$ cat config.mk
export PLATFORM = sky130hd
export DESIGN_NAME = spi_controller_with_mode_fault
export DESIGN_NICKNAME = d
export VERILOG_FILES = /design/src/hw/rtl/spimf_pkg.sv /design/src/hw/rtl/spi_controller_with_mode_fault.sv /design/src/hw/rtl/spimf_core.sv
export VERILOG_INCLUDE_DIRS = /design/src /design/src/hw/rtl
export SDC_FILE = /design/constraint.sdc
export NUM_CORES = 1
export LEC_CHECK = 0
export BUFFER_PORTS_ARGS = -buffer_cell sky130_fd_sc_hd__buf_2
export CORE_MARGIN = 2
export CORE_UTILIZATION = 53
export CTS_BUF_LIST = sky130_fd_sc_hd__clkbuf_4 sky130_fd_sc_hd__clkbuf_8
export DETAILED_ROUTE_END_ITERATION = 8
export MAX_ROUTING_LAYER = met4
export PLACE_DENSITY = 0.78
export SYNTH_ARGS = -nofsm -noshare
export SYNTH_HDL_FRONTEND = slang
export SYNTH_SLANG_ARGS = --single-unit
$ cat constraint.sdc
create_clock -name clk -period 2 [get_ports clk]
set_input_delay 0.1 -clock clk [delete_from_list [all_inputs] [get_ports clk]]
set_output_delay 0.1 -clock clk [all_outputs]
set_load 0.1 [all_outputs]
$ cat src/hw/rtl/assert_macros.svh
// Assertion helpers; empty under synthesis.
`ifndef ASSERT_MACROS_SVH
`define ASSERT_MACROS_SVH

`ifndef SYNTHESIS
`define ASSERT_IMPLY(label, clk, rst, lhs, rhs) \
  label: assert property (@(posedge clk) disable iff (rst) (lhs) |-> (rhs)) \
    else $error("assertion failed");
`define ASSERT_NEXT(label, clk, rst, lhs, rhs) \
  label: assert property (@(posedge clk) disable iff (rst) (lhs) |=> (rhs)) \
    else $error("assertion failed");
`else
`define ASSERT_IMPLY(label, clk, rst, lhs, rhs)
`define ASSERT_NEXT(label, clk, rst, lhs, rhs)
`endif

`endif

$ cat src/hw/rtl/spimf_pkg.sv
`timescale 1ns / 1ps
`default_nettype none
package spimf_pkg;

  typedef enum logic [2:0] {
    REQ_WRITE  = 3'd0,
    REQ_READ   = 3'd1,
    REQ_SELECT = 3'd2,
    REQ_SLAVE  = 3'd3,
    REQ_TICK   = 3'd4
  } req_t;

  localparam logic [1:0] ADDR_STATUS  = 2'd0;
  localparam logic [1:0] ADDR_CONTROL = 2'd1;
  localparam logic [1:0] ADDR_DATA    = 2'd2;

  localparam int CTL_SSIG = 7;
  localparam int CTL_SPEN = 6;
  localparam int CTL_MSTR = 4;
  localparam int STAT_DONE = 7;
  localparam int STAT_COL  = 6;

  localparam logic [7:0] CTL_RESET = 8'h04;
  localparam int TICK_W = 9;
  localparam logic [TICK_W-1:0] TICKS_BASE = 9'd32;

  typedef struct packed {
    req_t       req_type;
    logic [1:0] reg_addr;
    logic [7:0] write_data;
    logic       select_pin;
    logic [7:0] slave_byte;
    logic [7:0] partner_byte;
  } item_t;

  typedef struct packed {
    logic [7:0] read_data;
    logic       irq;
    logic       sent_valid;
    logic [7:0] sent_byte;
    logic       busy_res;
  } result_t;

endpackage
`default_nettype wire

$ cat src/hw/rtl/spi_controller_with_mode_fault.sv
`timescale 1ns / 1ps
`default_nettype none
// Channel  Dir  tdata fields (low bit up)                                     tuser
// s_axis   in   reg_addr[1:0] write_data[9:2] select_pin[10]                  req_type
//               slave_byte[18:11] partner_byte[26:19], zero pad to 32
// m_axis   out  read_data[7:0] irq[8] sent_byte[16:9] busy_res[17], pad to 24 sent_valid
//
// One word per clock sustained while the output is not stalled: an accepted word sits in the
// input register, then updates the register file as its result is registered.
// Synchronous reset puts status 0, control 0x04, data 0, select level high.
// A stalled result holds; the input register still takes one more word.
module spi_controller_with_mode_fault (
  input  wire logic        clk,
  input  wire logic        rst,
  input  wire logic        s_axis_tvalid,
  output logic             s_axis_tready,
  input  wire logic [31:0] s_axis_tdata,  // reg_addr, write_data, select_pin, slave_byte,
                                          // partner_byte
  input  wire logic [2:0]  s_axis_tuser,  // req_type
  output logic             m_axis_tvalid,
  input  wire logic        m_axis_tready,
  output logic [23:0]      m_axis_tdata,  // read_data, irq, sent_byte, busy_res
  output logic             m_axis_tuser   // sent_valid
);
  import spimf_pkg::*;

  logic    in_valid;
  item_t   in_item;
  logic    advance;
  result_t step_res;
  result_t out_res;

  assign advance       = in_valid && (!m_axis_tvalid || m_axis_tready);
  assign s_axis_tready = !in_valid || advance;

  always_ff @(posedge clk) begin
    if (rst) begin
      in_valid <= 1'b0;
    end else if (s_axis_tvalid && s_axis_tready) begin
      in_valid <= 1'b1;
    end else if (advance) begin
      in_valid <= 1'b0;
    end
  end

  always_ff @(posedge clk) begin
    if (s_axis_tvalid && s_axis_tready) begin
      in_item.req_type     <= req_t'(s_axis_tuser);
      in_item.reg_addr     <= s_axis_tdata[1:0];
      in_item.write_data   <= s_axis_tdata[9:2];
      in_item.select_pin   <= s_axis_tdata[10];
      in_item.slave_byte   <= s_axis_tdata[18:11];
      in_item.partner_byte <= s_axis_tdata[26:19];
    end
  end

  spimf_core u_core (
    .clk  (clk),
    .rst  (rst),
    .step (advance),
    .item (in_item),
    .res  (step_res)
  );

  always_ff @(posedge clk) begin
    if (rst) begin
      m_axis_tvalid <= 1'b0;
    end else if (advance) begin
      m_axis_tvalid <= 1'b1;
    end else if (m_axis_tready) begin
      m_axis_tvalid <= 1'b0;
    end
  end

  always_ff @(posedge clk) begin
    if (advance) begin
      out_res <= step_res;
    end
  end

  assign m_axis_tdata = {6'b0, out_res.busy_res, out_res.sent_byte, out_res.irq,
                         out_res.read_data};
  assign m_axis_tuser = out_res.sent_valid;

endmodule
`default_nettype wire

$ cat src/hw/rtl/spimf_core.sv
`timescale 1ns / 1ps
`default_nettype none
`include "assert_macros.svh"
module spimf_core (
  input  wire logic              clk,
  input  wire logic              rst,
  input  wire logic              step,
  input  wire spimf_pkg::item_t  item,
  output spimf_pkg::result_t     res
);
  import spimf_pkg::*;

  logic              done_flag, done_flag_next;
  logic              collision_flag, collision_flag_next;
  logic [7:0]        control_reg, control_reg_next;
  logic [7:0]        data_reg, data_reg_next;
  logic [7:0]        shift_out_byte, shift_out_byte_next;
  logic [TICK_W-1:0] ticks_left, ticks_left_next;
  logic              transfer_on, transfer_on_next;
  logic              select_level, select_level_next;

  always_comb begin
    done_flag_next      = done_flag;
    collision_flag_next = collision_flag;
    control_reg_next    = control_reg;
    data_reg_next       = data_reg;
    shift_out_byte_next = shift_out_byte;
    ticks_left_next     = ticks_left;
    transfer_on_next    = transfer_on;
    select_level_next   = select_level;
    res                 = '0;
    unique case (item.req_type)
      REQ_WRITE: begin
        unique case (item.reg_addr)
          ADDR_STATUS: begin
            if (item.write_data[STAT_DONE]) done_flag_next = 1'b0;
            if (item.write_data[STAT_COL]) collision_flag_next = 1'b0;
          end
          ADDR_CONTROL: begin
            control_reg_next = item.write_data;
            if (!item.write_data[CTL_SPEN]) begin
              transfer_on_next = 1'b0;
              ticks_left_next  = '0;
            end else if (!item.write_data[CTL_SSIG] && item.write_data[CTL_MSTR]
                         && !select_level) begin
              control_reg_next[CTL_MSTR] = 1'b0;
              done_flag_next             = 1'b1;
            end
          end
          ADDR_DATA: begin
            if (transfer_on) begin
              collision_flag_next = 1'b1;
            end else begin
              data_reg_next = item.write_data;
              if (control_reg[CTL_SPEN] && control_reg[CTL_MSTR]) begin
                shift_out_byte_next = item.write_data;
                ticks_left_next     = TICKS_BASE << control_reg[1:0];
                transfer_on_next    = 1'b1;
              end
            end
          end
          default: begin
          end
        endcase
      end
      REQ_READ: begin
        unique case (item.reg_addr)
          ADDR_STATUS:  res.read_data = {done_flag, collision_flag, 6'b0};
          ADDR_CONTROL: res.read_data = control_reg;
          ADDR_DATA:    res.read_data = data_reg;
          default:      res.read_data = 8'h00;
        endcase
      end
      REQ_SELECT: begin
        select_level_next = item.select_pin;
        if (control_reg[CTL_SPEN] && !control_reg[CTL_SSIG] && control_reg[CTL_MSTR]
            && !item.select_pin) begin
          control_reg_next[CTL_MSTR] = 1'b0;
          done_flag_next             = 1'b1;
        end
      end
      REQ_SLAVE: begin
        if (control_reg[CTL_SPEN] && !control_reg[CTL_MSTR]
            && (control_reg[CTL_SSIG] || !select_level)) begin
          data_reg_next  = item.slave_byte;
          done_flag_next = 1'b1;
        end
      end
      REQ_TICK: begin
        if (transfer_on) begin
          if (ticks_left <= TICK_W'(1)) begin
            ticks_left_next  = '0;
            transfer_on_next = 1'b0;
            // master may have been dropped mid-transfer: then no exchange
            if (control_reg[CTL_SPEN] && control_reg[CTL_MSTR]) begin
              data_reg_next  = item.partner_byte;
              done_flag_next = 1'b1;
              res.sent_valid = 1'b1;
              res.sent_byte  = shift_out_byte;
            end
          end else begin
            ticks_left_next = ticks_left - TICK_W'(1);
          end
        end
      end
      default: begin
      end
    endcase
    res.irq      = done_flag_next;
    res.busy_res = transfer_on_next;
  end

  always_ff @(posedge clk) begin
    if (rst) begin
      done_flag      <= 1'b0;
      collision_flag <= 1'b0;
      control_reg    <= CTL_RESET;
      data_reg       <= 8'h00;
      shift_out_byte <= 8'h00;
      ticks_left     <= '0;
      transfer_on    <= 1'b0;
      select_level   <= 1'b1;
    end else if (step) begin
      done_flag      <= done_flag_next;
      collision_flag <= collision_flag_next;
      control_reg    <= control_reg_next;
      data_reg       <= data_reg_next;
      shift_out_byte <= shift_out_byte_next;
      ticks_left     <= ticks_left_next;
      transfer_on    <= transfer_on_next;
      select_level   <= select_level_next;
    end
  end

  `ASSERT_IMPLY(a_busy_has_ticks, clk, rst, transfer_on, ticks_left != '0)
  `ASSERT_IMPLY(a_idle_no_ticks, clk, rst, !transfer_on, ticks_left == '0)
  `ASSERT_NEXT(a_irq_tracks_done, clk, rst, step, done_flag == $past(res.irq))
  `ASSERT_NEXT(a_sent_sets_done, clk, rst, step && res.sent_valid, done_flag && !transfer_on)

endmodule
`default_nettype wire
==> results of run 1 <==
## metal layers
layer | wire length (um) | GRT usage, % | vias up
met3 | 546 | 3.76 | 14
met1 | 4100 | 30.6 | 1510
met4 | 146 | 8.46 | 0
met5 | 0 | - | -
met2 | 4260 | 37.1 | 138
li1 | - | - | 1586
## layout make-up
class / count / area, um2 / area share, %
Clock inverter: 7 / 101 / 1.98
Clock buffer: 9 / 124 / 2.42
Inverter: 10 / 37.5 / 0.734
Multi-Input combinational cell: 257 / 1680 / 32.9
Timing Repair Buffer: 112 / 787 / 15.4
Tap cell: 99 / 124 / 2.42
Sequential cell: 88 / 2260 / 44.2
## worst reg2reg max path: cells and delay by family (launching register included)
kind,cells,cell delay [ns]
AO/OA/AOI/OAI,2,0.52
AND/OR/NAND/NOR,3,0.77
flip-flops,1,0.53
## kinds of logic (layout without fill, tap and decap cells)
group | after synthesis | count (layout) | share of synthesized area (%)
mux | 15 | 15 | 3.76
other cells | 1 | 6 | 0.0939
buf+inv | 35 | 138 | 4.17
compound gates | 90 | 90 | 15.3
fa+ha+maj | 6 | 6 | 1.88
simple gates | 140 | 140 | 18.4
flops | 88 | 88 | 56.4
## synth_stat cells, types with 2 or more instances
cell | n | area [um2]
edfxtp_1 | 49 | 1470
inv_1 | 7 | 26.3
a21oi_1 | 17 | 85.1
o21ai_0 | 20 | 100
nand4_1 | 3 | 18.8
ha_1 | 6 | 75.1
buf_4 | 6 | 45.0
nand2b_1 | 10 | 62.6
o2111ai_1 | 8 | 70.1
a21boi_0 | 3 | 22.5
nor2_1 | 39 | 146
a22oi_1 | 6 | 45.0
o211ai_1 | 2 | 15.0
nand2_1 | 27 | 101
dfxtp_1 | 39 | 781
o41ai_1 | 2 | 17.5
o22ai_1 | 8 | 50.1
o21ai_1 | 3 | 15.0
buf_1 | 2 | 7.51
or3b_1 | 2 | 17.5
nor3b_1 | 4 | 30.0
nor2b_1 | 3 | 18.8
mux2i_1 | 15 | 150
clkinv_1 | 2 | 7.51
o31ai_1 | 2 | 15.0
o21ba_2 | 2 | 20.0
clkbuf_1 | 12 | 45.0
a222oi_1 | 2 | 20.0
a32oi_1 | 2 | 17.5
nor3_1 | 12 | 60.1
nand3b_1 | 2 | 15.0
buf_2 | 4 | 20.0
nand3_1 | 13 | 65.1
and2_1 | 11 | 68.8
a211oi_1 | 2 | 15.0
## cell usage in the layout, fill, tap and decap left out, types with 3 or more instances in the layout
master / count
dlygate4sd3_1: 31
nand2b_1: 10
a21oi_1: 17
dfxtp_1: 35
mux2i_1: 15
conb_1: 6
nand3_1: 13
o21ai_1: 4
o22ai_1: 8
inv_1: 6
o21ai_0: 19
ha_1: 4
nor3_1: 12
edfxtp_1: 49
o2111ai_1: 8
nor2_1: 38
nand2_1: 26
clkbuf_8: 9
and2_1: 10
nand4_1: 3
nor3b_1: 3
nor2b_1: 3
buf_4: 26
buf_2: 54
dfxtp_2: 4
a21boi_0: 3
a22oi_1: 6
## path summary, 6_finish.rpt
kind / startpoint / to / slack (ns) / cells past startpoint
worst max-delay path: in_item[28] / u_core.done_flag / 0.09 / 5
worst min-delay path: m_axis_tready / m_axis_tvalid / 0.03 / 4
worst max register to register: in_item[28] / u_core.done_flag / 0.09 / 5
worst min register to register: u_core.control_reg[2] / u_core.control_reg[2] / 0.48 / 2
## through the flow
stage	hold slack (ns)	util [%]	cells
after detailed placement	0.278	60.9	529
after CTS	0.0267	68.5	578
final	0.0340	70.1	582
after global placement	0.276	60.9	529
after global routing	0.0810	70.1	582
after floorplan	0.199	-	380
## power by group through the flow
| stage | clock [uW] | sequential [uW] | combinational, uW |
|---|---|---|---|
| after floorplan | 0 | 2150 | 199 |
| after global placement | 0 | 2050 | 397 |
| after detailed placement | 0 | 2050 | 402 |
| after CTS | 1410 | 2010 | 450 |
| after global routing | 1490 | 2020 | 505 |
| final | 1390 | 2010 | 476 |
## what timing repair did
action	4_1_cts	5_1_grt
endpoints found under the setup margin	9	27
resized for setup	1	19
pin swaps	1	9
hold buffers	31	0
setup buffers	2	3
hold endpoints to repair	31	0
cloned	0	1
==> run_results.csv, run 1 <==
group,metric,value,unit
clocking,clkSlewWorstSetupHoldPaths,0.09,ns
worst_setup_path,slowest_stage,"edfxtp_1",
sta,rsz0062_at_grt,"yes",
sta,hold_viol,0,
floorplanning,initial_core_util,54.8,%
worst_setup_path,cp-end-kind,"register",
synthesis,syn-cell-area,0.00400,mm2
synthesis,ys_seq_area_share,56.4,%
finish,areaGrowthSynthToFinish,27.9,%
sta,finalCritPeriodShare,95.5,%
routing,ant_nets,0,
synthesis,synth-seq-cells,88,
clocking,numCtsBuffers,9,
global_routing,antenna_found_initial,0,
power_and_ir_drop,power.density,758,mW/mm2
power_and_ir_drop,p_sw_share,26.8,%
worst_setup_path,worstPathCellList,"or2_1 -> o41ai_2 -> nand2_1 -> or3b_1 -> o21ba_2",
worst_setup_path,critical_path.max_stage_delay,0.53,ns
power_and_ir_drop,peakVddDrop,0.000472,V
sta,tns,0,ns
sta,finalSetupViolCount,0,
worst_setup_path,cp_max_fo,8,
global_routing,grt_overflow,0,
power_and_ir_drop,design_power_total,3880,uW
synthesis,synthArstFlopShare,0,%
floorplanning,ioPinCount,66,
worst_setup_path,critPathLaunchType,"register",
floorplanning,fp-row-count,31,
routing,avgViaCountPerCell,5.58,
sta,max_freq,0.524,GHz
power_and_ir_drop,pwr-share-comb,12.3,%
global_routing,grt_pass1_vias,3052,
routing,vias,3248,
routing,wirelength,9.06,mm
global_routing,grt_use_total,23.4,%
global_routing,grt_max_degree,31,
clocking,clock_latency,0.36,ns
finish,antenna_cells,0,
floorplanning,die_width,90.8,um
placement,post-place-ws,-0.0690,ns
clocking,root_buffer,"clkbuf_8",
min_path,hold_class,"input port to register",
clocking,cts.sinks,88,
floorplanning,die_area,0.00825,mm2
placement,gp_congestion,0.943,
worst_setup_path,arrival,2.18,ns
sta,worst_slack,0.0899,ns
placement,port_buffers,54,
synthesis,synth_ff_type,"edfxtp_1",
finish,fill_cells,557,
synthesis,synth_edf_count,49,
synthesis,ys_warn_count,0,
placement,placed_cell_area,0.00444,mm2
clocking,cts.htree.levels,3,
power_and_ir_drop,leakage,0.00199,uW
placement,place_hpwl,5.65,mm
routing,drc,0,
run_status,status,"finished clean",
worst_setup_path,worst-path-buf-inv,0,
sta,clock_skew,0.00661,ns
sta,layout_min_cycle_time,1.91,ns
synthesis,syn-mean-instance-area,10.7,um2
worst_setup_path,critPathKind,"register to register",
power_and_ir_drop,internal-power,2840,uW
finish,max_flop_register,"in_item",
worst_setup_path,cpLargestDelayFamily,"simple AND/OR/NAND/NOR gates",
floorplanning,core-area,0.00729,mm2
routing,drt_first_pass_iters,6,
worst_setup_path,crit_required,2.27,ns
power_and_ir_drop,p_sw,1040,uW
run,cap_violations,0,
routing,route.detailed.wl_per_inst,15.6,um
sta,report.final.slew_viol_count,0,
finish,drive_above_1_share,25.3,%
synthesis,ys_types,63,
finish,nets,523,
synthesis,synth_cells,375,
routing,drtIter0Drc,261,
clocking,cts_tree,"done",
finish,fin_area,0.00511,mm2
power_and_ir_drop,p_clk_share,35.9,%
global_routing,grt_pass1_wl,14.8,mm
floorplanning,chipHeight,90.8,um
finish,largest_reg_flops,30,
clocking,cts_max_path_buffers,2,
power_and_ir_drop,p_seq_share,51.9,%
Power figures use the tool's default switching activity.
==> inputs of run 2 (changes only) <==
- ABC_AREA: unset -> 1
==> run_results.csv, run 2 <==
group,metric,value,unit
routing,avgViaCountPerCell,4.97,
sta,tns,0,ns
worst_setup_path,cp-end-kind,"register",
worst_setup_path,reg2reg_from,"in_item[25]",
floorplanning,core-area,0.00733,mm2
global_routing,grt_max_degree,31,
finish,seqCellArea,0.00226,mm2
sta,hold_viol,0,
synthesis,ys_types,38,
synthesis,netlist_top_cells_area,"edfxtp_1 36%, dfxtp_1 19%, nand2_1 8.4%, nor2_1 5.2%, inv_1 4.6%",
routing,drtIter0Drc,178,
power_and_ir_drop,design_power_total,3760,uW
synthesis,ys_top_cells_by_count,"91 x nand2_1, 56 x nor2_1, 50 x inv_1, 49 x edfxtp_1, 39 x dfxtp_1",
run,cap_violations,0,
clocking,clkSlewWorstSetupHoldPaths,0.10,ns
finish,largest_reg_flops,30,
global_routing,antenna_found_initial,0,
worst_setup_path,arrival,2.12,ns
synthesis,synth_edf_count,49,
synthesis,synth_cells,447,
routing,route.detailed.wl_per_inst,13.2,um
min_path,hold_class,"input port to register",
power_and_ir_drop,power.density,763,mW/mm2
worst_setup_path,critical_path.max_stage_delay,0.44,ns
clocking,cts_tree,"done",
power_and_ir_drop,leakage,0.00210,uW
routing,drt_first_pass_iters,4,
routing,vias,3196,
sta,report.final.slew_viol_count,0,
synthesis,ys_warn_count,0,
synthesis,synth.most_common_cell,"nand2_1",
sta,layout_min_cycle_time,1.83,ns
worst_setup_path,worstPathCellList,"inv_1 -> ha_1 -> inv_2 -> nor2_4 -> nand4_1 -> buf_4 -> a21oi_1",
synthesis,synth-seq-cells,88,
worst_setup_path,crit_path_end,"u_core.shift_out_byte[6]",
worst_setup_path,cp_max_fo,10,
sta,finalSetupViolCount,0,
floorplanning,die_width,91.4,um
finish,max_flop_register,"in_item",
finish,areaGrowthSynthToFinish,21.8,%
sta,max_freq,0.546,GHz
worst_setup_path,critPathLaunchType,"register",
run_status,status,"finished clean",
synthesis,syn-mean-instance-area,9.05,um2
global_routing,grt_use_total,21.8,%
sta,worst_slew_pin_slew,0.696,ns
floorplanning,die_area,0.00835,mm2
power_and_ir_drop,peakVddDrop,0.000521,V
global_routing,grt_pass1_wl,14.0,mm
synthesis,synth_ff_type,"edfxtp_1",
clocking,clock_latency,0.37,ns
floorplanning,chipHeight,91.4,um
global_routing,grt_overflow,0,
synthesis,yosysTopAreaCell,"edfxtp_1",
finish,fill_cells,524,
finish,antenna_cells,0,
clocking,cts_setup_buffers,0,
finish,nets,584,
finish,utilization,67.2,%
placement,place_hpwl,5.45,mm
floorplanning,ioPinCount,66,
finish,multi_input_area,0.00147,mm2
finish,layout_common_cells,"91 x nand2_1, 56 x nor2_1, 54 x buf_2, 50 x inv_1, 49 x edfxtp_1",
sta,relSlewSlack,53.5,%
worst_setup_path,worstSetupStartpoint,"in_item[25]",
worst_setup_path,crit_required,2.29,ns
worst_setup_path,slowest_stage,"edfxtp_1",
floorplanning,initial_core_util,55.2,%
placement,gp_congestion,0.847,
placement,dp_cells,595,
routing,wirelength,8.49,mm
finish,mostFrequentLayoutCell,"nand2_1",
worst_setup_path,r2r_slack,0.17,ns
clocking,numCtsBuffers,9,
worst_setup_path,r2r-end,"u_core.shift_out_byte[6]",
clocking,root_buffer,"clkbuf_8",
synthesis,synthArstFlopShare,0,%
sta,rsz0062_at_grt,"no",
sta,finalCritPeriodShare,91.6,%
floorplanning,fp-row-count,31,
sta,whs,0.0531,ns
synthesis,ys_seq_area_share,55.7,%
synthesis,yosys.area.top_type_share,36.4,%
worst_setup_path,r2r.worst_path.cells,7,
placement,port_buffers,54,
synthesis,syn-cell-area,0.00405,mm2
routing,ant_nets,0,
clocking,cts.htree.levels,3,
global_routing,grt_pass1_vias,3004,
routing,drc,0,
clocking,cts.sinks,88,
worst_setup_path,critPathKind,"register to register",
clocking,cts_max_path_buffers,2,
finish,drive_above_1_share,20.6,%
sta,clock_skew,0.0137,ns
finish,final_cells,643,
## run 2: cell types whose count changed in the layout (fill, tap and decap cells not counted), moves of 7 or more
cell and change:
buf_4 -18, nand2_1 +65, o2111ai_1 -8, nand3_1 +7
nor2_1 +18, a21oi_1 +11, mux2i_1 -15, o22ai_1 -7
inv_1 +44, and2_1 -10, o21ai_0 +8, nand2b_1 -10
## run 2: layout make-up
| type | instances | area share [%] |
|---|---|---|
| Clock buffer | 9 | 2.51 |
| Clock inverter | 7 | 1.40 |
| Inverter | 60 | 4.65 |
| Multi-Input combinational cell | 286 | 29.9 |
| Sequential cell | 88 | 45.8 |
| Tap cell | 99 | 2.51 |
| Timing Repair Buffer | 94 | 13.2 |
## run 2: worst min path at each step
stage                                start       endpoint  depth (start not counted)
final                        m_axis_tready       in_valid                          4
after detailed placement  s_axis_tdata[18]    in_item[15]                          1
after global routing         m_axis_tready       in_valid                          4
after global placement    s_axis_tdata[18]    in_item[15]                          1
after CTS                    m_axis_tready       in_valid                          4
after floorplan                        rst  m_axis_tvalid                          1
## run 2: stage by stage
step | setup WS, ns | cell area, um2
floorplan | 0.122 | 4080
global placement | 0.235 | 4400
detailed placement | 0.144 | 4400
CTS | 0.122 | 4920
global route | 0.0446 | 4930
finish | 0.168 | 4930
## run 2: layer usage
| metal | global-route usage, % | up-vias | wire length (um) |
|---|---|---|---|
| li1 | - | 1627 | - |
| met2 | 36.8 | 110 | 4310 |
| met3 | 5.06 | 12 | 468 |
| met4 | 6.19 | 0 | 85 |
| met5 | - | - | 0 |
| met1 | 26.4 | 1447 | 3630 |
## run 2: cell families after synthesis
kind of cell    count (synthesis)  synth area share (%)
compound gates                 64                  8.38
flops                          88                  55.7
xor+xnor                        5                  1.08
simple gates                  205                  24.0
fa+ha+maj                       6                  1.86
buf+inv                        78                  8.88
other cells                     1                0.0927
## run 2: power breakdown
part           internal, uW  total, uW  switching [uW]
Clock                   491       1210             721
Sequential             1980       2020            44.4
Combinational           156        521             365
## run 2: timing repair
action,4_1_cts,5_1_grt
resized for setup,0,3
hold endpoints to repair,32,0
endpoints found under the setup margin,0,7
hold buffers,32,0
## run 2: critical path, delay by kind of cell (launching register included)
kind | cells | cell delay [ns]
compound gates | 1 | 0.14
fa+ha+maj | 1 | 0.20
buf+inv | 3 | 0.53
flops | 1 | 0.44
simple gates | 2 | 0.46
